$ cat src/oscillator_trim_successive_approx_defines.svh
// ----------------------------------------------------------------------------
// oscillator trim calibration: assertion macros
// shared concurrent assertion forms, sampled on clk, off while rst_n is low
// ----------------------------------------------------------------------------
`ifndef OSCILLATOR_TRIM_SUCCESSIVE_APPROX_DEFINES_SVH
`define OSCILLATOR_TRIM_SUCCESSIVE_APPROX_DEFINES_SVH

// same-cycle implication
`define OTS_ASSERT_NOW(lbl, ante, cons, msg) \
  lbl: assert property (@(posedge clk) disable iff (!rst_n) (ante) |-> (cons)) else $error(msg);

// next-cycle implication
`define OTS_ASSERT_NXT(lbl, ante, cons, msg) \
  lbl: assert property (@(posedge clk) disable iff (!rst_n) (ante) |=> (cons)) else $error(msg);

`endif

$ cat src/ots_pkg.sv
// ----------------------------------------------------------------------------
// oscillator trim calibration package
// widths, reset constants, request codes and payload types
// ----------------------------------------------------------------------------
package ots_pkg;

  localparam int TRIM_WIDTH    = 8;
  localparam int MEASURE_WIDTH = 14;
  localparam int STEP_WIDTH    = TRIM_WIDTH - 1;
  localparam int DEV_WIDTH     = (MEASURE_WIDTH > 14) ? MEASURE_WIDTH : 14;

  localparam logic [STEP_WIDTH-1:0]    STEP_START   = STEP_WIDTH'(1) << (TRIM_WIDTH - 2);
  localparam logic [TRIM_WIDTH-1:0]    REGION1_BASE = TRIM_WIDTH'(1) << (TRIM_WIDTH - 1);
  localparam logic [DEV_WIDTH-1:0]     DEV_RESET    = DEV_WIDTH'(9999);
  localparam logic [MEASURE_WIDTH-1:0] TARGET_RESET = MEASURE_WIDTH'(2356);

  localparam logic ACT_START   = 1'b0;
  localparam logic ACT_MEASURE = 1'b1;

  typedef struct packed {
    logic                     action;
    logic [MEASURE_WIDTH-1:0] measured_length;
  } ots_in_t;

  typedef struct packed {
    logic [TRIM_WIDTH-1:0] trim_value;
    logic                  done_res;
  } ots_out_t;

  typedef struct packed {
    logic                  busy;
    logic                  search_region;
    logic [STEP_WIDTH-1:0] step_size;
    logic [TRIM_WIDTH-1:0] trial_trim;
    logic [TRIM_WIDTH-1:0] best_trim;
    logic [DEV_WIDTH-1:0]  best_dev;
  } ots_state_t;

endpackage

$ cat src/ots_step.sv
// ----------------------------------------------------------------------------
// oscillator trim calibration: search step
// deviation, best-trim update and next trial for one request
// ----------------------------------------------------------------------------
module ots_step (
  input  ots_pkg::ots_state_t                state_i,
  input  ots_pkg::ots_in_t                   item_i,
  input  logic [ots_pkg::MEASURE_WIDTH-1:0]  target_i,
  output ots_pkg::ots_state_t                state_o,
  output ots_pkg::ots_out_t                  result_o,
  output logic                               result_vld_o
);

  logic [ots_pkg::MEASURE_WIDTH-1:0] dev;
  logic [ots_pkg::DEV_WIDTH-1:0]     dev_ext;
  logic                              short_meas;
  logic [ots_pkg::STEP_WIDTH-1:0]    step_half;
  logic [ots_pkg::TRIM_WIDTH-1:0]    step_trim;

  assign short_meas = item_i.measured_length < target_i;
  assign dev        = short_meas ? (target_i - item_i.measured_length)
                                 : (item_i.measured_length - target_i);
  assign dev_ext    = ots_pkg::DEV_WIDTH'(dev);
  assign step_half  = state_i.step_size >> 1;
  assign step_trim  = ots_pkg::TRIM_WIDTH'(step_half);

  always_comb begin
    state_o      = state_i;
    result_o     = '0;
    result_vld_o = 1'b0;
    if (item_i.action == ots_pkg::ACT_START) begin
      state_o.busy           = 1'b1;
      state_o.search_region  = 1'b0;
      state_o.best_trim      = '0;
      state_o.best_dev       = ots_pkg::DEV_RESET;
      state_o.step_size      = ots_pkg::STEP_START;
      state_o.trial_trim     = ots_pkg::TRIM_WIDTH'(ots_pkg::STEP_START);
      result_o.trim_value    = ots_pkg::TRIM_WIDTH'(ots_pkg::STEP_START);
      result_vld_o           = 1'b1;
    end else if (state_i.busy) begin
      if (dev_ext < state_i.best_dev) begin
        state_o.best_trim = state_i.trial_trim;
        state_o.best_dev  = dev_ext;
      end
      state_o.step_size = step_half;
      result_vld_o      = 1'b1;
      if (step_half != '0) begin
        state_o.trial_trim = short_meas ? (state_i.trial_trim + step_trim)
                                        : (state_i.trial_trim - step_trim);
        result_o.trim_value = state_o.trial_trim;
      end else if (!state_i.search_region) begin
        state_o.search_region = 1'b1;
        state_o.step_size     = ots_pkg::STEP_START;
        state_o.trial_trim    = ots_pkg::REGION1_BASE
                              + ots_pkg::TRIM_WIDTH'(ots_pkg::STEP_START);
        result_o.trim_value   = state_o.trial_trim;
      end else begin
        state_o.busy        = 1'b0;
        result_o.trim_value = state_o.best_trim;
        result_o.done_res   = 1'b1;
      end
    end
  end

endmodule

$ cat src/oscillator_trim_successive_approx.sv
// ----------------------------------------------------------------------------
// oscillator trim calibration by successive approximation
// binary search of the trim over two regions against a target frame length
//
//   channel  ports                        carries
//   in       in_valid in_ready in_data    start or measured length
//   out      out_valid out_ready out_data trial trim, or best trim with done
//   cfg      cfg_we cfg_wdata             target frame length
//
// one request per cycle sustained while the output is not stalled; a request
// waits in the input register, its result is registered in the output register
// the search state is updated in the same cycle the request leaves the
// input register, so the compare and update path sets the rate
// synchronous active-low reset; target returns to 2356, search goes idle
// a stalled output holds the result and the input register absorbs one more
// ----------------------------------------------------------------------------
`include "oscillator_trim_successive_approx_defines.svh"

module oscillator_trim_successive_approx (
  input  logic                              clk,
  input  logic                              rst_n,
  input  logic                              in_valid,
  output logic                              in_ready,
  input  ots_pkg::ots_in_t                  in_data,
  output logic                              out_valid,
  input  logic                              out_ready,
  output ots_pkg::ots_out_t                 out_data,
  input  logic                              cfg_we,
  input  logic [ots_pkg::MEASURE_WIDTH-1:0] cfg_wdata
);

  logic                              in_vld_r;
  ots_pkg::ots_in_t                  in_data_r;
  logic                              out_vld_r;
  ots_pkg::ots_out_t                 out_data_r;
  logic [ots_pkg::MEASURE_WIDTH-1:0] target_r;
  ots_pkg::ots_state_t               state_r;
  ots_pkg::ots_state_t               state_nxt;
  ots_pkg::ots_out_t                 res_nxt;
  logic                              res_vld;
  logic                              out_free;
  logic                              fire;

  assign out_free  = !out_vld_r || out_ready;
  assign fire      = in_vld_r && out_free;
  assign in_ready  = !in_vld_r || out_free;
  assign out_valid = out_vld_r;
  assign out_data  = out_data_r;

  ots_step u_step (
    .state_i      (state_r),
    .item_i       (in_data_r),
    .target_i     (target_r),
    .state_o      (state_nxt),
    .result_o     (res_nxt),
    .result_vld_o (res_vld)
  );

  always_ff @(posedge clk) begin
    if (!rst_n) begin
      in_vld_r              <= 1'b0;
      out_vld_r             <= 1'b0;
      target_r              <= ots_pkg::TARGET_RESET;
      state_r.busy          <= 1'b0;
      state_r.search_region <= 1'b0;
      state_r.step_size     <= ots_pkg::STEP_START;
      state_r.trial_trim    <= '0;
      state_r.best_trim     <= '0;
      state_r.best_dev      <= ots_pkg::DEV_RESET;
    end else begin
      if (cfg_we) begin
        target_r <= cfg_wdata;
      end
      if (in_ready) begin
        in_vld_r <= in_valid;
      end
      if (fire) begin
        state_r <= state_nxt;
      end
      if (out_free) begin
        out_vld_r <= fire && res_vld;
      end
    end
  end

  always_ff @(posedge clk) begin
    if (in_valid && in_ready) begin
      in_data_r <= in_data;
    end
    if (fire && res_vld) begin
      out_data_r <= res_nxt;
    end
  end

  // search checks
  `OTS_ASSERT_NOW(a_step_pow2, 1'b1, (state_r.step_size == '0) || $onehot(state_r.step_size), "step size not a power of two")
  `OTS_ASSERT_NXT(a_done_idle, fire && res_vld && res_nxt.done_res, !state_r.busy, "busy held after final result")
  `OTS_ASSERT_NXT(a_start_trial, fire && (in_data_r.action == ots_pkg::ACT_START), out_vld_r && (out_data_r.trim_value == ots_pkg::TRIM_WIDTH'(ots_pkg::STEP_START)) && !out_data_r.done_res, "start did not issue first trial")
  `OTS_ASSERT_NXT(a_in_held, in_vld_r && !out_free, in_vld_r && $stable(in_data_r), "pending request lost")
  `OTS_ASSERT_NOW(a_idle_step, fire && !state_r.busy && (in_data_r.action == ots_pkg::ACT_MEASURE), !res_vld, "result from idle measurement")

endmodule

$ cat config.mk
export PLATFORM = sky130hd
export DESIGN_NAME = oscillator_trim_successive_approx
export DESIGN_NICKNAME = d
export VERILOG_FILES = /design/src/ots_pkg.sv /design/src/ots_step.sv /design/src/oscillator_trim_successive_approx.sv
export VERILOG_INCLUDE_DIRS = /design/src /design/src/src
export SDC_FILE = /design/constraint.sdc
export NUM_CORES = 1
export LEC_CHECK = 0
export ABC_AREA = 1
export BUFFER_PORTS_ARGS = -buffer_cell sky130_fd_sc_hd__buf_2
export CELL_PAD_IN_SITES_DETAIL_PLACEMENT = 2
export CELL_PAD_IN_SITES_GLOBAL_PLACEMENT = 2
export CORE_MARGIN = 3
export CORE_UTILIZATION = 36
export CTS_BUF_LIST = sky130_fd_sc_hd__clkbuf_4 sky130_fd_sc_hd__clkbuf_8 sky130_fd_sc_hd__clkbuf_16
export CTS_CLUSTER_DIAMETER = 30
export DETAILED_ROUTE_END_ITERATION = 8
export PLACE_DENSITY_LB_ADDON = 0.1
export SYNTH_ARGS = -nofsm -noshare
export SYNTH_HDL_FRONTEND = slang
export SYNTH_SLANG_ARGS = --single-unit
$ cat constraint.sdc
create_clock -name clk -period 9.4 [get_ports clk]
set_input_delay 1.41 -clock clk [delete_from_list [all_inputs] [get_ports clk]]
set_output_delay 1.41 -clock clk [all_outputs]
set_load 0.03 [all_outputs]
==> metrics.csv, run 1 <==
metric,value,unit
clk_pin_slew,0.07,ns
worst_slew_pin_slew,1.05,ns
postCtsSetupBuffers,0,
max-cap-violations,0,
clock_path_buffers,2,
port_buffers,44,
cts_made_buffers,9,
postSynthAreaPerCell,7.23,um^2
rows,43,
cp_max_fo,23,
setup_tns,0,ns
synth_edf_count,24,
grt_antenna_before_repair,0,
routedWlPerCell,18.3,um
ys_warn_count,0,
diodes,0,
criticalPathCategory,reg2reg,
final_util,42.1,%
worst_slack,3.94,ns
fin_nets,860,
dieArea,0.0163,mm^2
finalHoldViolCount,0,
synth_flop_cell,dfxtp_1,
grt_pass1_vias,5586,
htreeDepth,3,
power.density,171,mW/mm^2
clock_latency,0.35,ns
cts_resized,0,
pre_cts_slack,3.99,ns
synthTopCellsByCount,"179 x nand2_1, 116 x inv_1, 85 x a21oi_1",
synth_area_leaders,"dfxtp_1 20%, edfxtp_1 13%, nand2_1 13%",
fmax,183,MHz
rsz0062_at_grt,false,
hold_buffers,0,
status,"complete, no violations",
dpl.hpwl,13600,um
globalplace.congestion,0.892,
core,0.0142,mm^2
yosys_register_bits,78,
syn_area,0.00534,mm^2
crit_path_end_kind,register,
critPathRequiredTime,9.64,ns
drive_above_1_share,12.2,%
routed_wl,17500,um
synth_cell_types,42,
min_path_type,reg2reg,
tritoncts,done,
num_io_pins,45,
drcViolationCount,0,
grt_util_all_layers,22.6,%
syn_nets,824,
synth_top_area_cell,dfxtp_1,
fillCellCount,1689,
maxSlewHeadroom,29.6,%
timing.final.crit_share,58.0,%
final_antenna_net_count,0,
finalMaxSlewViolations,0,
synth_most_common_cell,nand2_1,
fp.dieW,128,um
grt_max_degree,30,
finalSetupViolCount,0,
cts_num_sinks,78,
vias_per_cell,5.21,
cts_root_buf,clkbuf_16,
syn_to_final_growth,11.8,%
cp-start-kind,register,
leakagePower,0.00277,uW
drt-pass1-iter-count,4,
drt_iter0_markers,175,
ir_drop,0.0926,mV
fin_crit,5.46,ns
grt-ovfl-total,0,
grt_pass1_wl,29200,um
vias,4999,
crit_arrival,5.70,ns
seq_area_frac_synth,33.7,%
clock_skew,0.00797,ns
power,1020,uW
synth_top_area_share,20.2,%
synthArstFlopShare,0,%
start_util,37.6,%
syn_inst,739,
die_h,128,um
## flip-flops by register name, summed over array words and instances, names as in the netlist
| signal | flops |
|---|---|
| in_data_r | 15 |
| in_vld_r | 1 |
| out_data | 9 |
| out_valid | 1 |
| state_r | 38 |
| target_r | 14 |
## critical path, stage by stage (launching register included)
cell and delay (ns):
edfxtp_1 0.40, inv_1 0.07, ha_1 0.15, inv_1 0.09
fa_1 0.47, nand2_1 0.13, nand3_2 0.11, nand2_2 0.13
nand2_2 0.30, inv_2 0.31, nand2_1 0.10, nand2_1 0.06
nand2_1 0.06, and2_1 0.17, ha_1 0.28, nand2_1 0.06
inv_1 0.05, nand3_1 0.08, inv_1 0.05, a21oi_1 0.14
nand2_1 0.47, a21oi_1 0.90, inv_1 0.43, a21oi_1 0.24
nand2_1 0.06
## cell type report
cell class | count | area, um^2 | share of cell area (%)
clock inverter | 7 | 73.8 | 1.24
clock buffer | 9 | 225 | 3.77
tap | 180 | 225 | 3.77
multi-input combinational | 516 | 2950 | 49.3
sequential | 78 | 1800 | 30.2
inverter | 124 | 465 | 7.79
timing repair buffer | 46 | 235 | 3.94
## final timing paths
check,cells after the start,end,slack [ns],from
setup reg to reg,24,state_r[8]$_SDFFE_PN1P_,3.94,in_data_r[0]$_DFFE_PP_
setup / recovery,24,state_r[8]$_SDFFE_PN1P_,3.94,in_data_r[0]$_DFFE_PP_
hold reg to reg,2,state_r[17]$_SDFFE_PN0P_,0.47,state_r[17]$_SDFFE_PN0P_
hold / removal,2,state_r[17]$_SDFFE_PN0P_,0.47,state_r[17]$_SDFFE_PN0P_
## per-layer routing
metal  GRT usage [%]  part of all wire, %  vias to the layer above
met5               0                    0                        -
met4            6.49                  1.7                        0
met3            3.62                  2.7                       19
met2            38.0                   47                       61
met1            29.8                   48                     2456
li1                -                    -                     2463
## kinds of logic after synthesis
group | synth area share [%]
AND/OR/NAND/NOR | 21.9
flip-flops | 33.7
XOR/XNOR | 3.28
AO/OA/AOI/OAI | 17.6
buffers and inverters | 11.1
adder cells (fa/ha/maj) | 12.4
## metrics by stage
| step | instance area [um^2] | instances | hold slack (ns) |
|---|---|---|---|
| finish | 5970 | 960 | 0.470 |
| global route | 5970 | 960 | 0.492 |
| CTS | 5970 | 960 | 0.470 |
| detailed placement | 5670 | 944 | 0.460 |
| global placement | 5670 | 944 | 0.451 |
| floorplan | 5340 | 739 | 0.429 |
## power breakdown
part	switching, uW	leakage [uW]	internal [uW]
clock	156	0.000146	207
sequential	9.41	0.000672	362
combinational	200	0.00196	89.6
total	366	0.00277	659
## placed cells by master, fill, tap and decap left out, drive strengths merged
master and count:
clkinv 6, fa 3, or2 2, xor2 17
nor2 35, o21a 1, o211ai 10, a21oi 89
nand3 34, buf 46, o21bai 3, nand3b 1
o21ai 62, nand2 189, a21boi 1, ha 48
nor3 5, o22ai 2, bufinv 1, xnor2 3
and2 3, edfxtp 24, nand4 5, clkbuf 9
clkinvlp 1, dfxtp 54, inv 123, a211oi 1
a31oi 2
Power figures use the tool's default switching activity.
==> run 2: changes to the inputs <==
CORE_UTILIZATION = 35   (was 36)
clock period = 5.4 ns   (was 9.4 ns; I/O delays follow)
==> metrics.csv, run 2 (synthesized netlist as in run 1, its figures left out) <==
metric,value,unit
netSwitchingPower,635,uW
cts_resized,0,
leakagePower,0.00277,uW
die_h,130,um
grt_pass1_vias,5472,
largest_reg_flops,38,
p_int,1150,uW
routedWlPerCell,17.9,um
setup_tns,0,ns
drcViolationCount,0,
layout_commonest_cell,nand2_1,
p_seq_share,36.2,%
vias_per_cell,5.13,
fp.dieW,130,um
vias,4954,
fin_crit,4.70,ns
worst_slack,0.697,ns
finalHoldViolCount,0,
cp_max_fo,23,
power.density,298,mW/mm^2
grt_antenna_before_repair,0,
port_buffers,44,
ir_drop,0.178,mV
tritoncts,done,
fin_nets,861,
min_path_type,reg2reg,
final_antenna_net_count,0,
crit_path_end_kind,register,
p_sw_share,35.5,%
largest-register,state_r,
drt-pass1-iter-count,4,
timing.final.crit_share,87.1,%
num_io_pins,45,
clock_latency,0.35,ns
clock_skew,0.0150,ns
routed_wl,17300,um
drive_above_1_share,12.3,%
power_frac_comb,28.1,%
start_util,36.2,%
globalplace.congestion,0.853,
postCtsSetupBuffers,0,
diodes,0,
core,0.0148,mm^2
maxSlewHeadroom,36.2,%
hold_buffers,0,
crit_arrival,4.98,ns
critPathRequiredTime,5.68,ns
cts_root_buf,clkbuf_16,
grt_util_all_layers,22.0,%
htreeDepth,3,
grt_pass1_wl,28800,um
criticalPathCategory,reg2reg,
clk_pin_slew,0.07,ns
finalMaxSlewViolations,0,
cts_made_buffers,9,
rows,44,
drt_iter0_markers,161,
grt-ovfl-total,0,
dpl.hpwl,13700,um
finalSetupViolCount,0,
worst_slew_pin_slew,0.953,ns
status,"complete, no violations",
fmax,213,MHz
dieArea,0.0168,mm^2
clkPwrFrac,35.7,%
grt_max_degree,35,
power,1790,uW
cp-start-kind,register,
cts_num_sinks,78,
rsz0062_at_grt,false,
most-common-layout-cells,"179 x nand2_1, 116 x inv_1, 85 x a21oi_1",
max-cap-violations,0,
pre_cts_slack,0.625,ns
syn_to_final_growth,12.2,%
clock_path_buffers,2,
reg.largest.list,"state_r (38), in_data_r (15), target_r (14)",
run 2: changes by cell type in the layout (fill, tap and decap cells not counted), sizes merged:
| cell | before | now |
|---|---|---|
| inv | 123 | 125 |
| clkinv | 6 | 2 |
| buf | 46 | 47 |
| clkinvlp | 1 | 3 |
run 2: final timing paths:
path,end,cells past startpoint,from,slack [ns]
worst max register to register,state_r[6]$_SDFFE_PN0P_,25,in_data_r[0]$_DFFE_PP_,0.70
worst min register to register,state_r[20]$_SDFFE_PN0P_,2,state_r[20]$_SDFFE_PN0P_,0.47
worst min-delay path,state_r[20]$_SDFFE_PN0P_,2,state_r[20]$_SDFFE_PN0P_,0.47
worst max-delay path,state_r[6]$_SDFFE_PN0P_,25,in_data_r[0]$_DFFE_PP_,0.70
run 2: area by class of cell:
| cell class | instances | area (um^2) |
|---|---|---|
| Clock buffer | 9 | 225 |
| Timing Repair Buffer | 47 | 243 |
| Tap cell | 184 | 230 |
| Inverter | 124 | 465 |
| Fill cell | 1752 | 8760 |
| Sequential cell | 78 | 1800 |
| Clock inverter | 7 | 81.3 |
| Multi-Input combinational cell | 516 | 2950 |
run 2: metal layers:
metal | wire (um) | GRT usage (%)
met1 | 8230 | 29.6
met2 | 8270 | 36.9
met3 | 609 | 3.79
met5 | 0 | 0
met4 | 156 | 5.13
run 2: power by group through the flow:
stage / Combinational (uW) / Sequential [uW] / Clock (uW)
after global placement: 475 / 657 / 0
after global routing: 578 / 650 / 684
after floorplan: 356 / 659 / 0
final: 502 / 646 / 639
after CTS: 509 / 647 / 660
after detailed placement: 503 / 660 / 0
run 2: critical path, stage by stage (launching register included):
cell,delay [ns]
edfxtp_1,0.40
inv_1,0.08
ha_1,0.14
inv_1,0.07
fa_1,0.43
nand2_1,0.12
nand3_2,0.09
nand2_2,0.11
nand2_2,0.27
inv_2,0.29
nand2_1,0.10
nand2_1,0.06
nand2_1,0.06
and2_1,0.15
ha_1,0.27
nand2_1,0.05
inv_1,0.08
nand3_1,0.09
nor3_1,0.14
nand2_1,0.08
nand2_1,0.57
a21oi_1,0.14
buf_4,0.22
inv_1,0.32
nand2_1,0.14
a21oi_2,0.15
run 2: stage by stage:
step	utilization, %	instance area (um^2)	cells	hold slack [ns]
2_1_floorplan	-	5340	739	0.429
3_3_place_gp	38.5	5690	949	0.443
3_5_place_dp	38.5	5690	949	0.461
4_1_cts	40.6	5990	965	0.473
5_1_grt	40.6	5990	965	0.495
6_report	40.6	5990	965	0.469
==> run 3: changes to the inputs <==
REMOVE_ABC_BUFFERS = 1   (was unset)
==> metrics.csv, run 3 (synthesized netlist as in run 1, its figures left out) <==
metric,value,unit
status,"complete, no violations",
routedWlPerCell,18.3,um
cts_root_buf,clkbuf_16,
globalplace.congestion,0.880,
drive_above_1_share,12.3,%
power.density,291,mW/mm^2
syn_to_final_growth,11.5,%
largest_reg_flops,38,
critPathRequiredTime,5.68,ns
clock_path_buffers,2,
layout_commonest_cell,nand2_1,
grt-ovfl-total,0,
leakagePower,0.00277,uW
pre_cts_slack,0.561,ns
clock_skew,0.00605,ns
worst_slack,0.606,ns
fp.dieW,130,um
drcViolationCount,0,
port_buffers,44,
num_io_pins,45,
cts_num_sinks,78,
criticalPathCategory,reg2reg,
dpl.hpwl,14400,um
finalSetupViolCount,0,
cp-start-kind,register,
grt_pass1_wl,28800,um
timing.final.crit_share,88.8,%
drt_iter0_markers,183,
min_path_type,reg2reg,
grt_antenna_before_repair,0,
hold_buffers,0,
clock_latency,0.35,ns
cp_max_fo,23,
clk_pin_slew,0.06,ns
cts_made_buffers,9,
vias,4946,
postCtsSetupBuffers,0,
reg.largest.list,"state_r (38), in_data_r (15), target_r (14)",
dpl_cell_area,0.00569,mm^2
diodes,0,
fin_area,0.00596,mm^2
start_util,36.2,%
max-cap-violations,0,
htreeDepth,3,
crit_path_end_kind,register,
worst_slew_pin_slew,0.988,ns
largest-register,state_r,
maxSlewHeadroom,33.9,%
grt_pass1_vias,5392,
grt_max_degree,28,
fmax,209,MHz
ir_drop,0.140,mV
finalMaxSlewViolations,0,
rows,44,
crit_arrival,5.07,ns
power,1740,uW
rsz0062_at_grt,false,
core,0.0148,mm^2
setup_tns,0,ns
cts_resized,0,
fin_nets,861,
dieArea,0.0168,mm^2
grt_util_all_layers,22.1,%
tritoncts,done,
vias_per_cell,5.13,
drt-pass1-iter-count,4,
fin_crit,4.79,ns
finalHoldViolCount,0,
die_h,130,um
most-common-layout-cells,"179 x nand2_1, 116 x inv_1, 85 x a21oi_1",
routed_wl,17700,um
fillCellCount,1769,
final_antenna_net_count,0,
-- run 3: worst max-delay path, stage by stage (launching register included) --
cell and delay (ns):
edfxtp_1 0.37, inv_1 0.07, ha_1 0.49, nand2_1 0.11, nor2_2 0.13, nand2_1 0.08
nand3_2 0.08, nand2_2 0.07, nand2_2 0.39, inv_2 0.23, nand2_1 0.14, nand3b_1 0.11
and2_1 0.18, ha_1 0.27, nand2_1 0.05, inv_1 0.07, nand3_1 0.09, nor3_1 0.19
nand2_1 0.08, nand2_1 0.59, a21oi_1 0.14, buf_4 0.21, inv_1 0.28, nand2_1 0.13
a21oi_2 0.15
-- run 3: power breakdown --
part | total, uW | switching (uW) | internal (uW)
combinational | 505 | 349 | 156
sequential | 647 | 15.9 | 631
clock | 584 | 258 | 326
total | 1740 | 623 | 1110
-- run 3: cell type report --
type | count | area [um^2] | area share [%]
Multi-Input combinational cell | 516 | 2950 | 49.4
Sequential cell | 78 | 1800 | 30.2
Inverter | 124 | 465 | 7.81
Clock buffer | 12 | 248 | 4.16
Timing Repair Buffer | 47 | 243 | 4.07
Tap cell | 184 | 230 | 3.86
Clock inverter | 4 | 25.0 | 0.420
-- run 3: layer usage --
layer | global-route usage, % | share of wire [%] | wire length (um) | vias up
met2 | 35.9 | 46 | 8090 | 55
met4 | 5.32 | 0.96 | 169 | 0
li1 | - | - | - | 2459
met1 | 31.6 | 50 | 8930 | 2420
met5 | 0 | 0 | 0 | -
met3 | 2.51 | 2.8 | 501 | 12
-- run 3: through the flow --
stage	hold slack [ns]	util (%)	instances
finish	0.463	40.4	965
CTS	0.469	40.4	965
floorplan	0.429	-	718
detailed placement	0.454	38.5	949
global placement	0.448	38.5	949
global route	0.486	40.4	965
-- run 3: path summary, 6_finish.rpt --
check                           slack [ns]                 endpoint                     from  cells after the start
worst max-delay path                  0.61  state_r[6]$_SDFFE_PN0P_   in_data_r[2]$_DFFE_PP_                     24
worst min-delay path                  0.46  state_r[8]$_SDFFE_PN1P_  state_r[8]$_SDFFE_PN1P_                      2
worst max register to register        0.61  state_r[6]$_SDFFE_PN0P_   in_data_r[2]$_DFFE_PP_                     24
worst min register to register        0.46  state_r[8]$_SDFFE_PN1P_  state_r[8]$_SDFFE_PN1P_                      2
